==> config.mk <==
export PLATFORM = sky130hd
export DESIGN_NAME = rlse_ctrl
export DESIGN_NICKNAME = d
export VERILOG_FILES = /design/src/hw/rtl/rlse_pkg.sv /design/src/hw/rtl/rlse_ctrl.sv
export VERILOG_INCLUDE_DIRS = /design/src /design/src/hw/rtl
export SDC_FILE = /design/constraint.sdc
export NUM_CORES = 1
export LEC_CHECK = 0
export BUFFER_PORTS_ARGS = -buffer_cell sky130_fd_sc_hd__buf_4
export CAP_MARGIN = 5
export CORE_UTILIZATION = 58
export CTS_CLUSTER_DIAMETER = 60
export DETAILED_ROUTE_END_ITERATION = 8
export GPL_ROUTABILITY_DRIVEN = 0
export MAX_ROUTING_LAYER = met4
export PLACE_DENSITY_LB_ADDON = 0.3
export SLEW_MARGIN = 20
export SYNTH_ARGS = -nofsm -noshare
export SYNTH_HDL_FRONTEND = slang
export SYNTH_SLANG_ARGS = --single-unit
export TNS_END_PERCENT = 10
==> constraint.sdc <==
create_clock -name clk -period 4.2 [get_ports clk]
set_input_delay 0 -clock clk [delete_from_list [all_inputs] [get_ports clk]]
set_output_delay 0 -clock clk [all_outputs]
set_load 0.05 [all_outputs]
==> src/hw/rtl/rls_two_parameter_estimator_core_defines.svh <==
// Assertion macros shared by the estimator RTL.
`ifndef RLS_TWO_PARAMETER_ESTIMATOR_CORE_DEFINES_SVH
`define RLS_TWO_PARAMETER_ESTIMATOR_CORE_DEFINES_SVH

// Same-cycle implication, clocked on clk, off during reset.
`define RLSE_ASSERT_IMP(lbl, ante, cons) \
  lbl: assert property (@(posedge clk) disable iff (!rst_n) (ante) |-> (cons)) \
    else $error("rlse assertion failed");

// Next-cycle implication, clocked on clk, off during reset.
`define RLSE_ASSERT_NXT(lbl, ante, cons) \
  lbl: assert property (@(posedge clk) disable iff (!rst_n) (ante) |=> (cons)) \
    else $error("rlse assertion failed");

`endif

==> src/hw/rtl/rlse_pkg.sv <==
// Package: types, constants and microprogram of the RLS estimator.
package rlse_pkg;

  localparam int DATA_WIDTH_DEF = 32;
  localparam int FRAC_BITS_DEF  = 16;

  localparam logic [30:0] LAM_LO        = 31'd536870912;
  localparam logic [30:0] LAM_HI        = 31'd1073741824;
  localparam logic [30:0] LAM_RESET     = 31'd1063004406;
  localparam logic [30:0] P0_RESET      = 31'd6553600;
  localparam int          CFG_IDX_W     = 2;

  localparam logic [CFG_IDX_W-1:0] CFG_FORGET = 2'd0;
  localparam logic [CFG_IDX_W-1:0] CFG_P0     = 2'd1;
  localparam logic [CFG_IDX_W-1:0] CFG_THA    = 2'd2;
  localparam logic [CFG_IDX_W-1:0] CFG_THB    = 2'd3;

  localparam int PC_W = 6;
  localparam logic [PC_W-1:0] PC_RST  = 6'd0;
  localparam logic [PC_W-1:0] PC_REI  = 6'd7;
  localparam logic [PC_W-1:0] PC_UPD  = 6'd14;
  localparam logic [PC_W-1:0] PC_SKIP = 6'd63;
  localparam int NUM_SLOTS = 26;

  typedef enum logic [2:0] {
    OP_END, OP_LDK, OP_MUL, OP_ADD, OP_SUB, OP_DIV, OP_CHK
  } op_t;

  typedef enum logic [4:0] {
    S_P0, S_P1, S_P2, S_P3, S_TH0, S_TH1, S_F0, S_F1, S_Y, S_LAMQ,
    S_PP0, S_PP1, S_DEN, S_K0, S_K1, S_ERR, S_A, S_B, S_C, S_D,
    S_Q00, S_Q01, S_Q10, S_Q11, S_T0, S_T1
  } slot_t;

  typedef enum logic [3:0] {
    K_ZERO, K_P100, K_P0, K_THA, K_THB, K_Y, K_F0, K_F1, K_LAMQ
  } ksel_t;

  typedef enum logic [1:0] {
    ST_IDLE, ST_FETCH, ST_EXEC, ST_DIVW
  } ctrl_state_t;

  typedef struct packed {
    op_t   op;
    slot_t dst;
    slot_t ra;
    slot_t rb;
    ksel_t ks;
    logic  dlam;
  } instr_t;

  typedef struct packed {
    logic   exec;
    logic   accept;
    logic   emit;
    instr_t ins;
  } cmd_t;

  typedef struct packed {
    logic den_pos;
    logic div_done;
    logic out_busy;
  } status_t;

  function automatic instr_t mk(op_t op, slot_t dst, slot_t ra, slot_t rb, ksel_t ks,
                                logic dlam);
    instr_t i;
    i.op = op; i.dst = dst; i.ra = ra; i.rb = rb; i.ks = ks; i.dlam = dlam;
    return i;
  endfunction

  function automatic instr_t ldk(slot_t dst, ksel_t ks);
    return mk(OP_LDK, dst, S_T0, S_T0, ks, 1'b0);
  endfunction

  function automatic instr_t alu(op_t op, slot_t dst, slot_t ra, slot_t rb);
    return mk(op, dst, ra, rb, K_ZERO, 1'b0);
  endfunction

  // Microprogram: reset load, reinitialize, update.
  function automatic instr_t prog_rom(input logic [PC_W-1:0] pc);
    instr_t i;
    i = mk(OP_END, S_T0, S_T0, S_T0, K_ZERO, 1'b0);
    case (pc)
      6'd0:  i = ldk(S_P0, K_P100);
      6'd1:  i = ldk(S_P1, K_ZERO);
      6'd2:  i = ldk(S_P2, K_ZERO);
      6'd3:  i = ldk(S_P3, K_P100);
      6'd4:  i = ldk(S_TH0, K_ZERO);
      6'd5:  i = ldk(S_TH1, K_ZERO);
      6'd7:  i = ldk(S_P0, K_P0);
      6'd8:  i = ldk(S_P1, K_ZERO);
      6'd9:  i = ldk(S_P2, K_ZERO);
      6'd10: i = ldk(S_P3, K_P0);
      6'd11: i = ldk(S_TH0, K_THA);
      6'd12: i = ldk(S_TH1, K_THB);
      6'd14: i = ldk(S_Y, K_Y);
      6'd15: i = ldk(S_F0, K_F0);
      6'd16: i = ldk(S_F1, K_F1);
      6'd17: i = ldk(S_LAMQ, K_LAMQ);
      6'd18: i = alu(OP_MUL, S_T0, S_P0, S_F0);
      6'd19: i = alu(OP_MUL, S_T1, S_P1, S_F1);
      6'd20: i = alu(OP_ADD, S_PP0, S_T0, S_T1);
      6'd21: i = alu(OP_MUL, S_T0, S_P2, S_F0);
      6'd22: i = alu(OP_MUL, S_T1, S_P3, S_F1);
      6'd23: i = alu(OP_ADD, S_PP1, S_T0, S_T1);
      6'd24: i = alu(OP_MUL, S_T0, S_F0, S_PP0);
      6'd25: i = alu(OP_MUL, S_T1, S_F1, S_PP1);
      6'd26: i = alu(OP_ADD, S_T0, S_T0, S_T1);
      6'd27: i = alu(OP_ADD, S_DEN, S_LAMQ, S_T0);
      6'd28: i = alu(OP_CHK, S_T0, S_DEN, S_DEN);
      6'd29: i = alu(OP_DIV, S_K0, S_PP0, S_DEN);
      6'd30: i = alu(OP_DIV, S_K1, S_PP1, S_DEN);
      6'd31: i = alu(OP_MUL, S_T0, S_F0, S_TH0);
      6'd32: i = alu(OP_MUL, S_T1, S_F1, S_TH1);
      6'd33: i = alu(OP_ADD, S_T0, S_T0, S_T1);
      6'd34: i = alu(OP_SUB, S_ERR, S_Y, S_T0);
      6'd35: i = alu(OP_MUL, S_T0, S_K0, S_ERR);
      6'd36: i = alu(OP_ADD, S_TH0, S_TH0, S_T0);
      6'd37: i = alu(OP_MUL, S_T0, S_K1, S_ERR);
      6'd38: i = alu(OP_ADD, S_TH1, S_TH1, S_T0);
      6'd39: i = alu(OP_MUL, S_A, S_K0, S_F0);
      6'd40: i = alu(OP_MUL, S_B, S_K0, S_F1);
      6'd41: i = alu(OP_MUL, S_C, S_K1, S_F0);
      6'd42: i = alu(OP_MUL, S_D, S_K1, S_F1);
      6'd43: i = alu(OP_MUL, S_T0, S_A, S_P0);
      6'd44: i = alu(OP_MUL, S_T1, S_B, S_P2);
      6'd45: i = alu(OP_ADD, S_T0, S_T0, S_T1);
      6'd46: i = alu(OP_SUB, S_Q00, S_P0, S_T0);
      6'd47: i = alu(OP_MUL, S_T0, S_A, S_P1);
      6'd48: i = alu(OP_MUL, S_T1, S_B, S_P3);
      6'd49: i = alu(OP_ADD, S_T0, S_T0, S_T1);
      6'd50: i = alu(OP_SUB, S_Q01, S_P1, S_T0);
      6'd51: i = alu(OP_MUL, S_T0, S_C, S_P0);
      6'd52: i = alu(OP_MUL, S_T1, S_D, S_P2);
      6'd53: i = alu(OP_ADD, S_T0, S_T0, S_T1);
      6'd54: i = alu(OP_SUB, S_Q10, S_P2, S_T0);
      6'd55: i = alu(OP_MUL, S_T0, S_C, S_P1);
      6'd56: i = alu(OP_MUL, S_T1, S_D, S_P3);
      6'd57: i = alu(OP_ADD, S_T0, S_T0, S_T1);
      6'd58: i = alu(OP_SUB, S_Q11, S_P3, S_T0);
      6'd59: i = mk(OP_DIV, S_P0, S_Q00, S_Q00, K_ZERO, 1'b1);
      6'd60: i = mk(OP_DIV, S_P1, S_Q01, S_Q01, K_ZERO, 1'b1);
      6'd61: i = mk(OP_DIV, S_P2, S_Q10, S_Q10, K_ZERO, 1'b1);
      6'd62: i = mk(OP_DIV, S_P3, S_Q11, S_Q11, K_ZERO, 1'b1);
      default: i = mk(OP_END, S_T0, S_T0, S_T0, K_ZERO, 1'b0);
    endcase
    return i;
  endfunction

endpackage

==> src/hw/rtl/rlse_ctrl.sv <==
// Sequencer: steps the microprogram and drives datapath commands.
`include "rls_two_parameter_estimator_core_defines.svh"
module rlse_ctrl
  import rlse_pkg::*;
(
  input  logic    clk,
  input  logic    rst_n,
  input  logic    in_valid,
  input  logic    in_req_type,
  input  status_t st,
  output logic    in_ready,
  output cmd_t    cmd
);

  ctrl_state_t     state_r, state_nxt;
  logic [PC_W-1:0] pc_r, pc_nxt;
  logic            emit_r, emit_nxt;
  instr_t          ins;

  assign ins = prog_rom(pc_r);

  always_ff @(posedge clk) begin
    if (!rst_n) begin
      state_r <= ST_FETCH;
      pc_r    <= PC_RST;
      emit_r  <= 1'b0;
    end else begin
      state_r <= state_nxt;
      pc_r    <= pc_nxt;
      emit_r  <= emit_nxt;
    end
  end

  // Next state.
  always_comb begin
    state_nxt = state_r;
    pc_nxt    = pc_r;
    emit_nxt  = emit_r;
    unique case (state_r)
      ST_IDLE: begin
        if (in_valid) begin
          state_nxt = ST_FETCH;
          // Program entry chosen on acceptance.
          pc_nxt    = in_req_type ? PC_REI : PC_UPD;
          emit_nxt  = 1'b1;
        end
      end
      ST_FETCH: state_nxt = ST_EXEC;
      ST_EXEC: begin
        unique case (ins.op)
          OP_DIV: state_nxt = ST_DIVW;
          OP_CHK: begin
            state_nxt = ST_FETCH;
            pc_nxt    = st.den_pos ? pc_r + PC_W'(1) : PC_SKIP;
          end
          OP_END: begin
            if (!(emit_r && st.out_busy)) begin
              state_nxt = ST_IDLE;
            end
          end
          default: begin
            state_nxt = ST_FETCH;
            pc_nxt    = pc_r + PC_W'(1);
          end
        endcase
      end
      ST_DIVW: begin
        if (st.div_done) begin
          state_nxt = ST_FETCH;
          pc_nxt    = pc_r + PC_W'(1);
        end
      end
      default: state_nxt = ST_IDLE;
    endcase
  end

  // Outputs.
  always_comb begin
    in_ready   = 1'b0;
    cmd.exec   = 1'b0;
    cmd.accept = 1'b0;
    cmd.emit   = emit_r;
    cmd.ins    = ins;
    unique case (state_r)
      ST_IDLE: begin
        in_ready   = 1'b1;
        cmd.accept = in_valid;
      end
      ST_EXEC:  cmd.exec = 1'b1;
      ST_FETCH: cmd.exec = 1'b0;
      ST_DIVW:  cmd.exec = 1'b0;
      default:  cmd.exec = 1'b0;
    endcase
  end

  `RLSE_ASSERT_NXT(a_accept_fetch, state_r == ST_IDLE && in_valid,
                   state_r == ST_FETCH && emit_r)
  `RLSE_ASSERT_IMP(a_divw_op, state_r == ST_DIVW, ins.op == OP_DIV)
  `RLSE_ASSERT_IMP(a_done_in_wait, st.div_done, state_r == ST_DIVW)

endmodule

==> results of run 1 <==
-- metrics by stage --
step	area (µm²)	total power [mW]	setup slack [ns]	hold WS (ns)
finish	2940	2.10	0.492	0.0567
global route	2940	2.22	0.308	0.0894
CTS	2940	2.04	0.616	0.0647
detailed placement	2820	1.73	0.672	0.291
global placement	2820	1.72	0.774	0.283
floorplan	2600	1.46	0.701	0.292
-- worst paths after layout --
check,from,to,depth (start not counted)
setup / recovery,state_r[0],ins[16],11
hold reg to reg,emit_r,emit_r,1
setup reg to reg,state_r[0],ins[16],11
hold / removal,in_valid,emit_r,3
-- routing by layer --
metal | share of wire | wire [µm] | vias up | track usage
met3 | 0.14 | 1130 | 51 | 0.105
met1 | 0.40 | 3170 | 1353 | 0.496
li1 | - | - | 1360 | -
met2 | 0.41 | 3290 | 249 | 0.529
met4 | 0.046 | 367 | 0 | 0.181
met5 | 0 | 0 | - | -
-- kinds of logic after synthesis --
kind of cell,Yosys count,share of synthesized area
AO/OA/AOI/OAI,137,0.374
XOR/XNOR,1,0.00337
adder cells (fa/ha/maj),13,0.0626
buffers and inverters,41,0.0727
flip-flops,32,0.247
multiplexers,2,0.00915
AND/OR/NAND/NOR,121,0.232
-- area by class of cell --
cell class              instances  area (µm²)
flip-flops and latches         32         641
multi-input cells             274        1770
inverters                      14        52.6
clock buffers                   5        68.8
clock inverters                 3        42.5
fillers                       352        1210
well taps                      50        62.6
repair buffers                 40         303
-- worst register-to-register path, delay by kind of cell, from the launching register on --
| kind | cells | cell delay, ns |
|---|---|---|
| AO/OA/AOI/OAI | 4 | 1.13 |
| AND/OR/NAND/NOR | 4 | 1.20 |
| flip-flops | 1 | 0.41 |
| adder cells (fa/ha/maj) | 2 | 0.83 |
| buffers and inverters | 1 | 0.09 |
-- report_power, final --
group / total, mW / leakage [nW] / internal, mW / switching [mW]
clock network: 0.297 / 0.0541 / 0.175 / 0.121
logic: 1.39 / 0.830 / 0.434 / 0.958
registers: 0.408 / 0.261 / 0.358 / 0.0494
total: 2.10 / 1.14 / 0.968 / 1.13
-- synth_stat cells, drive strengths merged, types with 2 or more instances --
cell / instances
nand2: 45
dfxtp: 32
o21ai: 29
nor2: 28
a21oi: 25
buf: 17
o211ai: 15
nand3: 14
ha: 13
inv: 13
a31oi: 11
clkbuf: 10
a211oi: 7
nor3: 7
a31o: 5
o22ai: 5
or2: 5
or3: 5
a221oi: 4
a221o: 3
a22oi: 3
a32oi: 3
and2: 3
nand4: 3
o21a: 3
o311ai: 3
a211o: 2
a32o: 2
a41oi: 2
and3: 2
mux2i: 2
nand4b: 2
o221ai: 2
o311a: 2
o31ai: 2
o32ai: 2
-- registers in the layout (all words and copies together), names as in the netlist --
name     flops
pc_r         6
state_r      2
ins         23
emit_r       1
-- layout by cell type, fill, tap and decap left out, drive strengths merged, types with 3 or more instances in the layout --
master,Yosys,layout
nand2,45,45
buf,17,39
dfxtp,32,32
o21ai,29,29
nor2,28,28
a21oi,25,25
o211ai,15,15
nand3,14,14
ha,13,13
inv,13,13
a31oi,11,11
nor3,7,7
a211oi,7,7
o22ai,5,5
or3,5,5
clkbuf,10,5
or2,5,5
a31o,5,5
a221oi,4,4
and2,3,3
nand4,3,3
a22oi,3,3
o21a,3,3
a32oi,3,3
o311ai,3,3
a221o,3,3
-- what timing repair did --
item                                   CTS  global route
hold buffers                             1             0
endpoints found under the hold margin    1             0
setup buffers                            0             0
==> out/qor.txt, run 1 <==
global-route wire length before repair -> 12.9 mm
worst skew pair latency -> 0.29 ns
top area cells in the synthesized netlist -> dfxtp_1 25%, nand2_1 6.5%, ha_1 6.3%
vias post-DR -> 3013
CP Cell Sequence -> inv_1, ha_1, nor4b_4, a221o_2, or4_1, o211ai_2, ha_1, nor2_1, a21oi_1, o21ai_0, and3_1
period utilization -> 0.883
CTS buffer count -> 5
routed vias/inst -> 7.21
Worst path slowest cell -> or4_1
predominant post-synthesis flop cell -> dfxtp_1
CTS Sinks -> 32
Yosys reg bits -> 32
# DRC -> 0
dpl hpwl -> 5.32 mm
Reg clk slew, reported paths -> 0.07 ns
CTS Buffer Depth -> 2
Synth async-reset ratio -> 0
Synth cell types -> 67
row count -> 23
Worst setup SP type -> flop
Pwr Density -> 714 nW/µm²
f_max -> 270 MHz
synthesis-to-layout area growth -> 13.1%
CP bufs+invs -> 1
ANT nets after route -> 0
Max Clock Skew -> 0.00538 ns
CTS tree -> done
crit end category -> flop
Synth Instances -> 347
largest net degree at the start of global routing -> 42
share of cells above drive strength 1 -> 0.193
r2r setup slk -> 0.49 ns
die extent in x -> 68.9 µm
DRT Pass-1 Iters -> 7
crit path max fanout -> 16
Final nets -> 387
post-CTS sizing -> 0
GRT Util Overall -> 0.378
Seq/Total Area, Yosys -> 0.247
Leakage -> 1.14 nW
Starting Density -> 0.627
Slew Limit Fails -> 0
outcome -> completed
# diodes -> 0
share of the synthesized area in the top cell type -> 0.247
Post-synth EDFFs -> 0
Root Driver -> clkbuf_8
Remaining Overflow, GRT -> 0
Synth warnings -> 0
Core Region -> 4140 µm²
WS Path Type -> flop to flop
Die Area -> 4750 µm²
final wirelength -> 7.96 mm
initial antenna violation count -> 0
htree depth -> 2
Routed wire per std cell -> 19.1 µm
worst min path class -> input pin to flop
max-cap viol count -> 0
WP data required -> 4.44 ns
cell repeated most along the worst path -> ha_1
placed cells -> 409
Crit path arrival time -> 3.94 ns
die span in y -> 68.9 µm
slew margin rel. -> 0.520
Worst-Margin Slew -> 0.719 ns
Non-Filler Instances -> 418
initial drt markers -> 560
Layout Utilization -> 0.709
Syn Area/Cell -> 7.49 µm²
Final Hold Vio Count -> 0
RSZ-0062 raised after global routing -> false
Setup TNS -> 0 ns
maximum VDD drop -> 0.319 mV
Final setup violation count -> 0
vias in the first global route -> 2583
Port Buffers -> 33
Yosys top cell by area -> dfxtp_1
Final min period -> 3.71 ns
Syn Nets -> 367
Mapped Area -> 2600 µm²
io pins -> 34
largest stage delay on the critical path -> 0.53 ns
cell family with most CP delay -> simple AND/OR/NAND/NOR gates
Note: power is estimated with default switching activity, not from simulation.
==> run 2, diff against run 1 <==
Settings changed: MAX_ROUTING_LAYER met4 to default.
==> out/qor.txt, run 2 (synthesis gave the netlist of run 1 again) <==
outcome -> completed
WP data required -> 4.44 ns
met1 wire length -> 3.14 mm
ANT nets after route -> 0
Gate power share -> 0.663
Root Driver -> clkbuf_8
dpl hpwl -> 5.32 mm
# diodes -> 0
vias in the first global route -> 2596
CTS Buffer Depth -> 2
RSZ-0062 raised after global routing -> false
Worst path slowest cell -> or4_1
Pint -> 0.968 mW
cell repeated most along the worst path -> ha_1
synthesis-to-layout area growth -> 13.1%
initial drt markers -> 525
Remaining Overflow, GRT -> 0
maximum VDD drop -> 0.317 mV
Crit path arrival time -> 3.95 ns
switching power -> 1.13 mW
Largest register FFs -> 23
global-route wire length before repair -> 12.8 mm
CP bufs+invs -> 1
hold_sp -> in_valid
crit path max fanout -> 16
fill count -> 352
Non-Filler Instances -> 418
Worst R2R Start -> state_r[0]
io pins -> 34
most frequent cells in the layout -> 45 x nand2_1, 39 x buf_4, 32 x dfxtp_1
largest net degree at the start of global routing -> 42
met3 WL post-DR -> 1.12 mm
# DRC -> 0
Worst-Margin Slew -> 0.727 ns
commonest non-fill, non-tap cell in the layout -> nand2_1
routed vias/inst -> 7.18
Net Sw Frac -> 0.538
GRT Util Overall -> 0.365
CTS buffer count -> 5
initial antenna violation count -> 0
Final setup violation count -> 0
Worst setup SP type -> flop
Setup TNS -> 0 ns
worst hold path depth -> 3
placed cells -> 409
die extent in x -> 68.9 µm
Leakage -> 1.14 nW
r2r setup slk -> 0.49 ns
Layout Utilization -> 0.709
Hold EP -> emit_r
crit end category -> flop
period utilization -> 0.884
top routing layer in use -> met4
Final nets -> 387
Starting Density -> 0.627
worst skew pair latency -> 0.29 ns
CTS tree -> done
Routed wire per std cell -> 18.9 µm
wire length on met2 -> 3.25 mm
WS Path Type -> flop to flop
cell family with most CP delay -> simple AND/OR/NAND/NOR gates
final wirelength -> 7.90 mm
max-cap viol count -> 0
row count -> 23
DRT Pass-1 Iters -> 8
post-CTS sizing -> 0
htree depth -> 2
Reg clk slew, reported paths -> 0.07 ns
Final Hold Vio Count -> 0
largest stage delay on the critical path -> 0.53 ns
die span in y -> 68.9 µm
Slew Limit Fails -> 0
vias post-DR -> 3000
slew margin rel. -> 0.514
Worst R2R Path Depth -> 11
worst min path class -> input pin to flop
CP Cell Sequence -> inv_1, ha_1, nor4b_4, a221o_2, or4_1, o211ai_2, ha_1, nor2_1, a21oi_1, o21ai_0, and3_1
Final min period -> 3.71 ns
Die Area -> 4750 µm²
Clock power frac -> 0.142
total power draw -> 2.09 mW
f_max -> 269 MHz
Max Clock Skew -> 0.00636 ns
Core Region -> 4140 µm²
Port Buffers -> 33
Reg2Reg Capture Point -> ins[16]
CTS Sinks -> 32
Pwr Density -> 713 nW/µm²
share of cells above drive strength 1 -> 0.193
Flop pwr share -> 0.195
[run 2: metrics by stage]
stage          hold slack (ns)  cell area (µm²)  setup slack [ns]
2_1_floorplan            0.292             2600             0.701
3_3_place_gp             0.283             2820             0.774
3_5_place_dp             0.291             2820             0.672
4_1_cts                 0.0647             2940             0.616
5_1_grt                 0.0894             2940             0.308
6_report                0.0558             2940             0.488
[run 2: power by group through the flow]
stage	registers [mW]	logic (mW)	clock network, mW
final	0.408	1.39	0.298
after global placement	0.412	1.31	0
after floorplan	0.499	0.962	0
after CTS	0.406	1.33	0.301
after global routing	0.417	1.49	0.311
after detailed placement	0.412	1.32	0
[run 2: timing repair]
action | 4_1_cts | 5_1_grt
hold buffers | 1 | 0
buffers inserted | 0 | 0
endpoints found under the hold margin | 1 | 0
[run 2: worst register-to-register path: stages, from the launching register on]
cell and delay [ns]:
dfxtp_1 0.41, inv_1 0.09, ha_1 0.29, nor4b_4 0.18, a221o_2 0.37, or4_1 0.53
o211ai_2 0.30, ha_1 0.54, nor2_1 0.28, a21oi_1 0.10, o21ai_0 0.36, and3_1 0.21
[run 2: routing by layer]
metal | global-route usage | vias to the layer above
met4 | 0.189 | 0
met2 | 0.519 | 267
li1 | - | 1354
met1 | 0.483 | 1326
met5 | 0.0250 | -
met3 | 0.115 | 53
[run 2: how the worst max path moves through the flow]
stage | from | to | cells past startpoint
after floorplan | state_r[0] | ins[12] | 12
after global placement | state_r[0] | ins[12] | 10
after detailed placement | state_r[0] | ins[12] | 10
after CTS | state_r[0] | ins[12] | 10
after global routing | state_r[0] | ins[16] | 11
final | state_r[0] | ins[16] | 11
[run 2: final cells by class]
| class | instances | area, µm² | area share |
|---|---|---|---|
| Clock buffer | 5 | 68.8 | 0.0234 |
| Clock inverter | 3 | 42.5 | 0.0145 |
| Inverter | 14 | 52.6 | 0.0179 |
| Multi-Input combinational cell | 274 | 1770 | 0.602 |
| Sequential cell | 32 | 641 | 0.218 |
| Tap cell | 50 | 62.6 | 0.0213 |
| Timing Repair Buffer | 40 | 303 | 0.103 |
